==> src/rtl/dwr_pkg.sv <==
// types, constants and microcode table for the draw-without-replacement block
`timescale 1ns / 1ps
`default_nettype none

package dwr_pkg;

    localparam int POOL_DEPTH_DEF = 1024;
    localparam int VALUE_W = 32;
    localparam int WORD_W = 15;
    localparam int COUNT_W = 11;
    localparam int STATUS_W = 3;
    localparam int MOD_CNT_W = $clog2(WORD_W);
    localparam int CFG_INDEX_W = 2;

    localparam logic [CFG_INDEX_W-1:0] CFG_RANGE_START = 2'd0;
    localparam logic [CFG_INDEX_W-1:0] CFG_RANGE_END = 2'd1;
    localparam logic [CFG_INDEX_W-1:0] CFG_DRAW_COUNT = 2'd2;

    localparam logic [STATUS_W-1:0] ST_OK = 3'd0;
    localparam logic [STATUS_W-1:0] ST_ZERO = 3'd1;
    localparam logic [STATUS_W-1:0] ST_RANGE = 3'd2;
    localparam logic [STATUS_W-1:0] ST_COUNT = 3'd3;
    localparam logic [STATUS_W-1:0] ST_TOO_LARGE = 3'd4;
    localparam logic [STATUS_W-1:0] ST_EXHAUSTED = 3'd5;

    localparam logic CMD_RESTART = 1'b0;
    localparam logic CMD_DRAW = 1'b1;

    // datapath operations
    localparam int OP_W = 4;
    localparam logic [OP_W-1:0] OP_NOP = 4'd0;
    localparam logic [OP_W-1:0] OP_LATCH = 4'd1;
    localparam logic [OP_W-1:0] OP_CHECK_CFG = 4'd2;
    localparam logic [OP_W-1:0] OP_FILL = 4'd3;
    localparam logic [OP_W-1:0] OP_START_RUN = 4'd4;
    localparam logic [OP_W-1:0] OP_CHECK_DRAW = 4'd5;
    localparam logic [OP_W-1:0] OP_MOD_STEP = 4'd6;
    localparam logic [OP_W-1:0] OP_RD_PICK = 4'd7;
    localparam logic [OP_W-1:0] OP_RD_TAIL = 4'd8;
    localparam logic [OP_W-1:0] OP_WR_PICK = 4'd9;
    localparam logic [OP_W-1:0] OP_WR_TAIL = 4'd10;
    localparam logic [OP_W-1:0] OP_EMIT = 4'd11;

    // jump conditions
    localparam int COND_W = 3;
    localparam logic [COND_W-1:0] C_NEXT = 3'd0;
    localparam logic [COND_W-1:0] C_ALWAYS = 3'd1;
    localparam logic [COND_W-1:0] C_DISPATCH = 3'd2;
    localparam logic [COND_W-1:0] C_CFG_FAIL = 3'd3;
    localparam logic [COND_W-1:0] C_DRAW_FAIL = 3'd4;
    localparam logic [COND_W-1:0] C_FILL_MORE = 3'd5;
    localparam logic [COND_W-1:0] C_MOD_MORE = 3'd6;

    // microprogram steps
    localparam int STEP_W = 4;
    localparam logic [STEP_W-1:0] S_IDLE = 4'd0;
    localparam logic [STEP_W-1:0] S_R_CHECK = 4'd1;
    localparam logic [STEP_W-1:0] S_R_FILL = 4'd2;
    localparam logic [STEP_W-1:0] S_R_RUN = 4'd3;
    localparam logic [STEP_W-1:0] S_D_CHECK = 4'd4;
    localparam logic [STEP_W-1:0] S_D_MOD = 4'd5;
    localparam logic [STEP_W-1:0] S_D_RD_PICK = 4'd6;
    localparam logic [STEP_W-1:0] S_D_RD_TAIL = 4'd7;
    localparam logic [STEP_W-1:0] S_D_WR_PICK = 4'd8;
    localparam logic [STEP_W-1:0] S_D_WR_TAIL = 4'd9;
    localparam logic [STEP_W-1:0] S_OUT = 4'd10;

    typedef struct packed {
        logic                command;
        logic [WORD_W-1:0]   random_word;
    } request_t;

    typedef struct packed {
        logic [VALUE_W-1:0]  drawn_value;
        logic [STATUS_W-1:0] status;
        logic                last_draw;
    } result_t;

    typedef struct packed {
        logic [OP_W-1:0]     op;
        logic [COND_W-1:0]   cond;
        logic [STEP_W-1:0]   target;
    } ucode_t;

    typedef struct packed {
        logic cfg_fail;
        logic draw_fail;
        logic fill_more;
        logic mod_more;
    } dp_flags_t;

    function automatic ucode_t ucode_rom(input logic [STEP_W-1:0] step);
        ucode_t w;
        w = '{op: OP_NOP, cond: C_ALWAYS, target: S_IDLE};
        unique case (step)
            S_IDLE:      w = '{op: OP_LATCH,      cond: C_DISPATCH,  target: S_IDLE};
            S_R_CHECK:   w = '{op: OP_CHECK_CFG,  cond: C_CFG_FAIL,  target: S_OUT};
            S_R_FILL:    w = '{op: OP_FILL,       cond: C_FILL_MORE, target: S_R_FILL};
            S_R_RUN:     w = '{op: OP_START_RUN,  cond: C_ALWAYS,    target: S_OUT};
            S_D_CHECK:   w = '{op: OP_CHECK_DRAW, cond: C_DRAW_FAIL, target: S_OUT};
            S_D_MOD:     w = '{op: OP_MOD_STEP,   cond: C_MOD_MORE,  target: S_D_MOD};
            S_D_RD_PICK: w = '{op: OP_RD_PICK,    cond: C_NEXT,      target: S_IDLE};
            S_D_RD_TAIL: w = '{op: OP_RD_TAIL,    cond: C_NEXT,      target: S_IDLE};
            S_D_WR_PICK: w = '{op: OP_WR_PICK,    cond: C_NEXT,      target: S_IDLE};
            S_D_WR_TAIL: w = '{op: OP_WR_TAIL,    cond: C_NEXT,      target: S_IDLE};
            S_OUT:       w = '{op: OP_EMIT,       cond: C_ALWAYS,    target: S_IDLE};
            default:     w = '{op: OP_NOP,        cond: C_ALWAYS,    target: S_IDLE};
        endcase
        return w;
    endfunction

endpackage

`default_nettype wire

==> src/rtl/dwr_useq.sv <==
// microcode sequencer: step counter, control store and jump logic
`timescale 1ns / 1ps
`default_nettype none

module dwr_useq (
    input  wire logic              clk,
    input  wire logic              rst_n,
    input  wire logic              start,
    input  wire logic              command,
    input  wire dwr_pkg::dp_flags_t flags,
    output dwr_pkg::ucode_t        ctl,
    output logic                   busy,
    output logic                   done
);
    import dwr_pkg::*;

    logic [STEP_W-1:0] step_reg;
    logic [STEP_W-1:0] step_next;
    ucode_t            word;
    logic [STEP_W-1:0] step_inc;
    logic              taken;

    assign word = ucode_rom(step_reg);
    assign step_inc = step_reg + 1'b1;
    assign busy = (step_reg != S_IDLE);
    assign done = (word.op == OP_EMIT);

    always_comb
    begin
        ctl = word;
        if (word.op == OP_LATCH && !start)
        begin
            ctl.op = OP_NOP;
        end
    end

    always_comb
    begin
        taken = 1'b0;
        step_next = step_inc;
        unique case (word.cond)
            C_NEXT:      taken = 1'b0;
            C_ALWAYS:    taken = 1'b1;
            C_CFG_FAIL:  taken = flags.cfg_fail;
            C_DRAW_FAIL: taken = flags.draw_fail;
            C_FILL_MORE: taken = flags.fill_more;
            C_MOD_MORE:  taken = flags.mod_more;
            default:     taken = 1'b0;
        endcase
        if (taken)
        begin
            step_next = word.target;
        end
        if (word.cond == C_DISPATCH)
        begin
            if (!start)
            begin
                step_next = step_reg;
            end
            else if (command == CMD_DRAW)
            begin
                step_next = S_D_CHECK;
            end
            else
            begin
                step_next = S_R_CHECK;
            end
        end
    end

    always_ff @(posedge clk or negedge rst_n)
    begin
        if (!rst_n)
        begin
            step_reg <= S_IDLE;
        end
        else
        begin
            step_reg <= step_next;
        end
    end

endmodule

`default_nettype wire

==> config.mk <==
export PLATFORM = sky130hd
export DESIGN_NAME = dwr_useq
export DESIGN_NICKNAME = d
export VERILOG_FILES = /design/src/rtl/dwr_pkg.sv /design/src/rtl/dwr_useq.sv
export SDC_FILE = /design/constraint.sdc
export NUM_CORES = 1
export LEC_CHECK = 0
export CAP_MARGIN = 20
export CORE_ASPECT_RATIO = 1.5
export CORE_MARGIN = 1
export CORE_UTILIZATION = 26
export CTS_CLUSTER_DIAMETER = 50
export DETAILED_ROUTE_END_ITERATION = 6
export DONT_BUFFER_PORTS = 1
export PLACE_DENSITY = 0.43
export SLEW_MARGIN = 5
export SYNTH_ARGS = -nofsm -noshare
export SYNTH_HDL_FRONTEND = slang
export SYNTH_SLANG_ARGS = --single-unit
export TNS_END_PERCENT = 5
==> constraint.sdc <==
create_clock -name clk -period 2.4 [get_ports clk]
set_input_delay 0.12 -clock clk [delete_from_list [all_inputs] [get_ports clk]]
set_output_delay 0.12 -clock clk [all_outputs]
set_load 0.02 [all_outputs]
==> results of run 1 <==
worst reg2reg max path, cell delays in order (launching register included):
cell     delay (ns)
dfrtp_1        0.51
inv_1          0.15
ha_1           0.24
or3_1          0.39
o21ai_0        0.17
o21ai_1        0.17
and4_4         0.21
a211o_1        0.22
where the power goes:
part | switching, W | internal, W | leakage (nW)
clock | 0.0000259 | 0.0000558 | 0.0138
combinational | 0.000593 | 0.000358 | 0.249
sequential | 0.0000542 | 0.000102 | 0.0504
total | 0.000673 | 0.000516 | 0.313
layout by cell type (no fill, tap or decap):
| master | synthesis | layout |
|---|---|---|
| nand4_1 | 2 | 2 |
| o31a_1 | 1 | 1 |
| nor2b_1 | 1 | 1 |
| and4_4 | 1 | 1 |
| nand3_1 | 2 | 2 |
| dfrtp_1 | 4 | 4 |
| buf_4 | 1 | 6 |
| xnor2_1 | 2 | 2 |
| a21boi_0 | 1 | 1 |
| nor2_1 | 7 | 7 |
| o41a_1 | 1 | 1 |
| nand2_1 | 9 | 9 |
| ha_1 | 7 | 7 |
| a211oi_1 | 1 | 1 |
| o21ai_1 | 1 | 1 |
| a21o_1 | 1 | 1 |
| a211o_1 | 2 | 2 |
| a21oi_1 | 6 | 6 |
| nand3b_1 | 1 | 1 |
| nand2b_1 | 2 | 2 |
| clkbuf_4 | 0 | 3 |
| o21ai_0 | 7 | 7 |
| or3b_1 | 1 | 1 |
| mux2i_1 | 4 | 4 |
| o21a_1 | 1 | 1 |
| and4b_1 | 1 | 1 |
| inv_1 | 6 | 6 |
| nor3_1 | 1 | 1 |
| o211ai_1 | 2 | 2 |
| or2_4 | 1 | 1 |
| or3_1 | 2 | 2 |
| dlygate4sd3_1 | 0 | 1 |
final cells by class:
class | instances | share of cell area
multi-input cells | 68 | 0.669
flip-flops and latches | 4 | 0.145
repair buffers | 7 | 0.0796
well taps | 23 | 0.0416
clock buffers | 3 | 0.0325
inverters | 6 | 0.0325
kinds of logic after synthesis:
kind of cell / after synthesis
multiplexers: 4
AND/OR/NAND/NOR: 31
XOR/XNOR: 2
adder cells (fa/ha/maj): 7
buffers and inverters: 11
AO/OA/AOI/OAI: 24
flip-flops: 4
final timing paths:
path | endpoint | slack [ns] | cells past startpoint
setup / recovery | step_reg[1] | 0.22 | 7
hold / removal | step_reg[2] | 0.10 | 2
setup reg to reg | step_reg[1] | 0.22 | 7
hold reg to reg | step_reg[0] | 0.69 | 3
max in group asynchronous | step_reg[3] | 2.08 | 1
min in group asynchronous | step_reg[0] | 0.15 | 1
metrics by stage:
step           cell area, um2  setup slack [ns]   util  cells
2_1_floorplan             616             0.392      -     83
3_3_place_gp              659             0.298  0.295    107
3_5_place_dp              659             0.248  0.295    107
4_1_cts                   692             0.248  0.310    111
5_1_grt                   692            0.0523  0.310    111
6_report                  692             0.223  0.310    111
routing by layer:
metal	global-route usage	up-vias	wire (um)
li1	-	304	-
met1	0.145	274	608
met2	0.234	17	843
met3	0.0352	0	77
met4	0.0691	0	0
met5	0	-	0
==> metrics.md, run 1 <==
| Metric | Value |
|---|---|
| Status | `completed` |
| Drt initial violations | `7` |
| Buffers and inverters on the worst path | `1` |
| Weighted congestion at the end of routability-driven global placement | `a little over 0.8` |
| Final routed wirelength across all metal layers | `around 1500 um` |
| Highest attainable clock frequency | `459 MHz` |
| Average via count per standard cell | `5.36` |
| Pin count of the biggest net entering global routing | `19` |
| Fraction of layout cells with a size suffix above 1 | `0.125` |
| Arrival @ worst endpoint | `2.29 ns` |
| Sort of element at the start of the critical path | `flop` |
| Mapped Cells | `83` |
| N_diodes | `0` |
| Delay of the slowest cell on the worst path | `0.51 ns` |
| Share of the clock period used by the worst path | `0.907` |
| Cts bufs inserted | `3` |
| Largest buffer count on any clock path | `2` |
| Family with the most delay on the worst path | `simple AND/OR/NAND/NOR gates` |
| Share of flip-flops with an asynchronous set or reset after synthesis | `1.00` |
| Post-synthesis average cell area | `7.42 um2` |
| Total die area | `2570 um2` |
| Synth Net Count | `98` |
| Critical setup path kind | `flop to flop` |
| CP Launch Point | `step_reg[1]` |
| Sum Neg Setup Slack | `0 ns` |
| Post-synthesis instance area | `616 um2` |
| Sequential-to-total area share from yosys stat | `0.163` |
| Horizontal die dimension | `41.7 um` |
| Standard-cell row count | `21` |
| Startpoint of the worst hold path | `start` |
| Cell with the largest stage delay on the worst path | `dfrtp_1` |
| Die height | `61.6 um` |
| Prevailing post-synth register cell | `dfrtp_1` |
| CTS tree | `done` |
| Class of the tightest hold or removal check | `input pin to flop` |
| Maximum Capacitance Violations | `0` |
| Buffers inserted during post-CTS setup optimization | `0` |
| Cells traversed along the worst timing path | `inv_1 > ha_1 > or3_1 > o21ai_0 > o21ai_1 > and4_4 > a211o_1` |
| Leakage | `about 0.31 nW` |
| Max Transition Viols Final | `0` |
| Buffer type at the clock tree root | `clkbuf_4` |
| Final Net Count | `105` |
| Number of flops mapped to enable cells by yosys | `0` |
| Fill cell total of the finished layout | `247` |
| Vias after detailed routing | `595` |
| H-tree Lvls | `1` |
| ANT nets after route | `0` |
| Global-route wire length before repair | `around 2600 um` |
| Total GRT Usage | `0.132` |
| Largest fanout on the critical path | `10` |
| Clock transition time at the flip-flop clock pins of the worst setup and hold paths | `0.04 ns` |
| Flip-flop and latch area | `~100 um2` |
| Number of instances resized during post-cts repair | `0` |
| # DRC | `0` |
| Hold_ws | `0.104 ns` |
| Final HPWL DP | `roughly 1200 um` |
| Effective utilization at floorplan | `0.276` |
| PD cells | `1720 nW/um2` |
| RR Startpoint | `step_reg[1]` |
| Final worst path period need | `around 2.2 ns` |
| Largest voltage drop on the vdd net | `0.578 mV` |
| Area delta synth->final | `12.4%` |
| Most common library cells after synthesis | `9 x nand2_1, 7 x ha_1, 7 x nor2_1, 7 x o21ai_0` |
| Fraction of the mapped netlist area in simple logic gates | `0.268` |
| Worst-skew pair later-pin latency | `0.23 ns` |
| TritonRoute pass-1 iters | `4` |
| Vias in the first global route | `580` |
| Post-layout total power | `between 0.001 and 0.0015 W` |
| Post-synthesis share of cell area spent on xor and xnor gates | `0.0285` |
| Setup repair after global routing missed its margin | `false` |
| Required time of the critical path | `2.51 ns` |
| Most used standard cell by instance count after synthesis | `nand2_1` |
| Number of antenna violations at the first check in global routing | `0` |
| Post-synthesis mux area share | `0.0650` |
| Number of I/O pins | `21` |
| Compound-Gate Fraction of Synth Area | `0.248` |
| Multi-input gate area | `463 um2` |
| Cell type with the highest aggregate area in the netlist | `dfrtp_1` |
| Combinational family with the most area after synthesis | `simple AND/OR/NAND/NOR gates` |
| Finish-stage setup viols | `0` |
| Routed length per placed instance | `13.8 um` |
| Global route total overflow | `0` |
| Count of warnings emitted by yosys | `0` |
| Dominant cells by area after synthesis | `dfrtp_1 16%, ha_1 14%, mux2i_1 6.5%, o21ai_0 5.7%, nand2_1 5.5%` |
| Synth cell types | `33` |
| Num Clock Sinks | `4` |
| Number of flip-flops in the largest register | `4` |
| Setup Skew | `0.00100 ns` |
| Adder-cell area share of the yosys netlist | `0.142` |
| Flip-flop and latch count after synthesis | `4` |
| Core area | `about 2200 um2` |
| Final hold violation count | `0` |
| Worst Max-Slew Pin Slew | `0.466 ns` |
| Max transition margin | `0.688` |
| Share of the synthesized area in the top cell type | `0.163` |
| Input/output buffers | `0` |
| Number of hold buffers added after CTS | `1` |
| Critical Path Sink Type | `flop` |
Note: power is estimated with default switching activity, not from simulation.
==> inputs of run 2 (changes only) <==
--- a/config.mk
+++ b/config.mk
@@ -12,6 +12,7 @@
 export CTS_CLUSTER_DIAMETER = 50
 export DETAILED_ROUTE_END_ITERATION = 6
 export DONT_BUFFER_PORTS = 1
+export MAX_ROUTING_LAYER = met4
 export PLACE_DENSITY = 0.43
 export SLEW_MARGIN = 5
 export SYNTH_ARGS = -nofsm -noshare
==> metrics.md, run 2 (synthesis results as in run 1) <==
| Metric | Value |
|---|---|
| Status | `completed` |
| Critical Path Sink Type | `flop` |
| Final routed wirelength across all metal layers | `1550 um` |
| Largest voltage drop on the vdd net | `0.581 mV` |
| Highest attainable clock frequency | `456 MHz` |
| Area delta synth->final | `12.4%` |
| Setup Skew | `0.00100 ns` |
| CTS tree | `done` |
| Vias in the first global route | `slightly below 600` |
| Worst slack at placement | `approximately 0.25 ns` |
| Largest buffer count on any clock path | `2` |
| Final hold violation count | `0` |
| Num Clock Sinks | `4` |
| Delay of the slowest cell on the worst path | `0.50 ns` |
| Share of the clock period used by the worst path | `0.913` |
| Largest fanout on the critical path | `10` |
| Final Net Count | `105` |
| Weighted congestion at the end of routability-driven global placement | `0.819` |
| # DRC | `0` |
| Clock transition time at the flip-flop clock pins of the worst setup and hold paths | `0.04 ns` |
| Final core occ | `0.310` |
| Number of antenna violations at the first check in global routing | `0` |
| H-tree Lvls | `1` |
| Worst Max-Slew Pin Slew | `~0.47 ns` |
| Arrival @ worst endpoint | `2.30 ns` |
| Total GRT Usage | `0.136` |
| Number of I/O pins | `21` |
| Class of the tightest hold or removal check | `input pin to flop` |
| Worst-skew pair later-pin latency | `0.23 ns` |
| TritonRoute pass-1 iters | `2` |
| Final HPWL DP | `1250 um` |
| Input/output buffers | `0` |
| Required time of the critical path | `between 2 and 3 ns` |
| Global route total overflow | `0` |
| Core area | `2230 um2` |
| Total placed cells including tap cells | `about 110` |
| Cell Count, Final, Fillers Out | `111` |
| Standard-cell row count | `21` |
| ANT nets after route | `0` |
| Cell with the largest stage delay on the worst path | `dfrtp_1` |
| Worst Slack Setup Final | `0.209 ns` |
| Sort of element at the start of the critical path | `flop` |
| Drt initial violations | `8` |
| Max transition margin | `0.688` |
| Horizontal die dimension | `between 40 and 50 um` |
| Buffers inserted during post-CTS setup optimization | `0` |
| Average via count per standard cell | `5.36` |
| Buffer type at the clock tree root | `clkbuf_4` |
| Routed length per placed instance | `13.9 um` |
| Max Transition Viols Final | `0` |
| Number of instances resized during post-cts repair | `0` |
| Maximum Capacitance Violations | `0` |
| Vias after detailed routing | `595` |
| N_diodes | `0` |
| Highest-count cells in the layout ignoring fill and taps | `9 x nand2_1, 7 x o21ai_0, 7 x nor2_1, 7 x ha_1` |
| PD cells | `1720 nW/um2` |
| Hold_ws | `0.104 ns` |
| Critical setup path kind | `flop to flop` |
| Leakage | `0.313 nW` |
| Most frequent standard cell in the layout excluding fill and tap cells | `nand2_1` |
| Total die area | `2570 um2` |
| Die height | `just over 60 um` |
| Finish-stage setup viols | `0` |
| Pin count of the biggest net entering global routing | `19` |
| Effective utilization at floorplan | `0.276` |
| Global-route wire length before repair | `2580 um` |
| Cells traversed along the worst timing path | `inv_1 > ha_1 > or3_1 > o21ai_0 > o21ai_1 > and4_4 > a211o_1` |
| Setup repair after global routing missed its margin | `false` |
| Fraction of layout cells with a size suffix above 1 | `0.125` |
| Sum Neg Setup Slack | `0 ns` |
| Cts bufs inserted | `3` |
| Final worst path period need | `2.19 ns` |
| Number of flip-flops in the largest register | `4` |
run 2: cell counts in the layout (fill, tap and decap cells not counted):
No cell type changed its count.
run 2: metrics by stage:
stage / power (W) / area [um2]
global placement: 0.00112 / 659
floorplan: 0.000920 / 616
detailed placement: 0.00112 / 659
CTS: 0.00121 / 692
finish: 0.00119 / 692
global route: 0.00131 / 692
run 2: final cells by class:
class | instances | area [um2]
clock buffers | 3 | 22.5
repair buffers | 7 | 55.1
well taps | 23 | 28.8
flip-flops and latches | 4 | 100
fillers | 247 | 1540
inverters | 6 | 22.5
multi-input cells | 68 | 463
run 2: path summary, 6_finish.rpt:
| check | start | slack (ns) | depth (start not counted) | endpoint |
|---|---|---|---|---|
| max | step_reg[1] | 0.21 | 7 | step_reg[1] |
| min | start | 0.10 | 2 | step_reg[2] |
| max reg2reg | step_reg[1] | 0.21 | 7 | step_reg[1] |
| min reg2reg | step_reg[0] | 0.69 | 3 | step_reg[0] |
| max in group asynchronous | rst_n | 2.08 | 1 | step_reg[3] |
| min in group asynchronous | rst_n | 0.15 | 1 | step_reg[0] |
run 2: repair_timing:
item | 4_1_cts | 5_1_grt
hold buffers | 1 | 0
hold endpoints to repair | 4 | 0
setup endpoints to repair | 0 | 0
run 2: where the power goes:
group	internal [W]	total, W	switching (W)
combinational	0.000358	0.000954	0.000595
clock	0.0000558	0.0000817	0.0000259
sequential	0.000102	0.000156	0.0000542
total	0.000516	0.00119	0.000675
run 2: worst max-delay path, delay by kind of cell, from the launching register on:
family,cells,cell delay (ns)
AO/OA/AOI/OAI,3,0.58
AND/OR/NAND/NOR,2,0.60
adder cells (fa/ha/maj),1,0.24
flip-flops,1,0.50
buffers and inverters,1,0.15
run 2: metal layers:
metal | vias up | share of wire | track usage
li1 | 305 | - | -
met1 | 278 | 0.41 | 0.145
met2 | 12 | 0.55 | 0.234
met3 | 0 | 0.043 | 0.0352
met4 | 0 | 0 | 0.0691
met5 | - | 0 | -
==> inputs of run 3 (changes only) <==
--- a/config.mk
+++ b/config.mk
@@ -14,6 +14,7 @@
 export DONT_BUFFER_PORTS = 1
 export MAX_ROUTING_LAYER = met4
 export PLACE_DENSITY = 0.43
+export SETUP_SLACK_MARGIN = 0.3
 export SLEW_MARGIN = 5
 export SYNTH_ARGS = -nofsm -noshare
 export SYNTH_HDL_FRONTEND = slang
==> constraint.sdc (replaced) <==
create_clock -name clk -period 2.05 [get_ports clk]
set_input_delay 0.1025 -clock clk [delete_from_list [all_inputs] [get_ports clk]]
set_output_delay 0.1025 -clock clk [all_outputs]
set_load 0.02 [all_outputs]
==> metrics.md, run 3 (synthesis results as in run 1) <==
| Metric | Value |
|---|---|
| Status | `completed` |
| Class of the tightest hold or removal check | `input pin to flop` |
| Max transition margin | `0.696` |
| Finish-stage setup viols | `0` |
| Highest-count cells in the layout ignoring fill and taps | `21 x buf_4, 9 x nand2_1, 7 x nor2_1` |
| Number of antenna violations at the first check in global routing | `0` |
| Global route total overflow | `0` |
| Total die area | `2570 um2` |
| ANT nets after route | `0` |
| Global-route wire length before repair | `about 2900 um` |
| Maximum Capacitance Violations | `0` |
| Most frequent standard cell in the layout excluding fill and tap cells | `buf_4` |
| Num Clock Sinks | `4` |
| Drt initial violations | `4` |
| Routed length per placed instance | `between 10 and 15 um` |
| Critical Path Sink Type | `flop` |
| Final hold violation count | `0` |
| Number of flip-flops in the largest register | `4` |
| Sort of element at the start of the critical path | `flop` |
| Hold Crit Depth | `2` |
| Leakage | `0.418 nW` |
| Effective utilization at floorplan | `0.276` |
| Worst Reg-to-Reg Cells | `8` |
| H-tree Lvls | `1` |
| Input/output buffers | `0` |
| Arrival @ worst endpoint | `just over 2 ns` |
| Area delta synth->final | `57.1%` |
| Final Instance Area | `just under 1000 um2` |
| Share of the clock period used by the worst path | `0.923` |
| N_diodes | `0` |
| Cts bufs inserted | `3` |
| Sum Neg Setup Slack | `0 ns` |
| Largest buffer count on any clock path | `2` |
| Pin count of the biggest net entering global routing | `14` |
| PD cells | `2030 nW/um2` |
| # DRC | `0` |
| Area of placed instances | `roughly 690 um2` |
| CTS tree | `done` |
| Fill cell total of the finished layout | `213` |
| Largest fanout on the critical path | `6` |
| Core area | `2230 um2` |
| Vias in the first global route | `676` |
| Total placed cells including tap cells | `109` |
| Final worst path period need | `1.89 ns` |
| Worst Max-Slew Pin Slew | `0.458 ns` |
| Cell Count, Final, Fillers Out | `~130` |
| TritonRoute pass-1 iters | `4` |
| Buffer type at the clock tree root | `clkbuf_4` |
| Total GRT Usage | `0.150` |
| Fraction of layout cells with a size suffix above 1 | `0.463` |
| Largest voltage drop on the vdd net | `about 0.85 mV` |
| Standard-cell row count | `21` |
| Setup repair after global routing missed its margin | `true` |
| Clock transition time at the flip-flop clock pins of the worst setup and hold paths | `0.04 ns` |
| Average via count per standard cell | `a little over 5` |
| Number of I/O pins | `21` |
| Highest attainable clock frequency | `between 500 and 600 MHz` |
| Horizontal die dimension | `41.7 um` |
| Die height | `61.6 um` |
| Max Transition Viols Final | `0` |
| Worst-skew pair later-pin latency | `0.24 ns` |
| Setup Skew | `0.0106 ns` |
| Final HPWL DP | `1240 um` |
| Critical setup path kind | `flop to flop` |
| Vias after detailed routing | `roughly 670` |
| Required time of the critical path | `2.17 ns` |
| Weighted congestion at the end of routability-driven global placement | `between 0.8 and 0.9` |
| Final Net Count | `~120` |
| Final routed wirelength across all metal layers | `approximately 1800 um` |
[run 3: changes by cell type in the layout (fill, tap and decap cells not counted), sizes merged]
| cell | before | now |
|---|---|---|
| buf | 6 | 25 |
| clkbuf | 3 | 4 |
| clkinv | 0 | 1 |
| inv | 6 | 5 |
[run 3: final timing paths]
kind                             startpoint     endpoint  slack (ns)
worst max register to register  step_reg[1]  step_reg[1]        0.16
worst max-delay path            step_reg[1]  step_reg[1]        0.16
min in group asynchronous             rst_n  step_reg[3]        0.13
max in group asynchronous             rst_n  step_reg[0]        1.72
worst min-delay path                  start  step_reg[2]        0.08
worst min register to register  step_reg[3]  step_reg[3]        0.70
[run 3: stage by stage]
step / power, W / util / hold slack, ns / setup WS [ns]
3_3_place_gp: 0.00140 / 0.308 / -0.193 / 0.0800
5_1_grt: 0.00214 / 0.433 / 0.0938 / 0.0577
3_5_place_dp: 0.00140 / 0.308 / -0.193 / 0.0867
4_1_cts: 0.00185 / 0.404 / 0.0820 / 0.184
6_report: 0.00196 / 0.433 / 0.0841 / 0.158
2_1_floorplan: 0.00112 / - / -0.193 / 0.263
[run 3: cell type report]
type,instances,area (um2),area share
multi-input combinational,68,557,0.576
timing repair buffer,26,221,0.229
sequential,4,104,0.107
inverter,6,30.0,0.0310
tap,23,28.8,0.0298
clock buffer,4,26.3,0.0272
[run 3: repair_timing]
item                                   4_1_cts  5_1_grt
resized for setup                           18        6
endpoints found under the hold margin        4        0
setup endpoints to repair                    6        7
gates cloned                                 0        0
pin swaps                                    5        3
setup buffers                               12        5
hold buffers                                 1        0
[run 3: power by group]
| group | internal (W) | switching (W) |
|---|---|---|
| clock network | 0.0000732 | 0.0000351 |
| registers | 0.000126 | 0.0000753 |
| logic | 0.000796 | 0.000853 |
[run 3: critical path: stages (launching register included)]
cell,delay (ns)
dfrtp_2,0.46
buf_6,0.15
ha_4,0.17
buf_4,0.13
nand2b_1,0.14
a21oi_1,0.22
o21ai_2,0.11
and4_4,0.18
a211o_1,0.22
[run 3: layer usage]
metal,global-route usage,part of all wire
met1,0.152,0.40
met2,0.277,0.54
met3,0.0264,0.031
met4,0.0783,0.025
met5,-,0
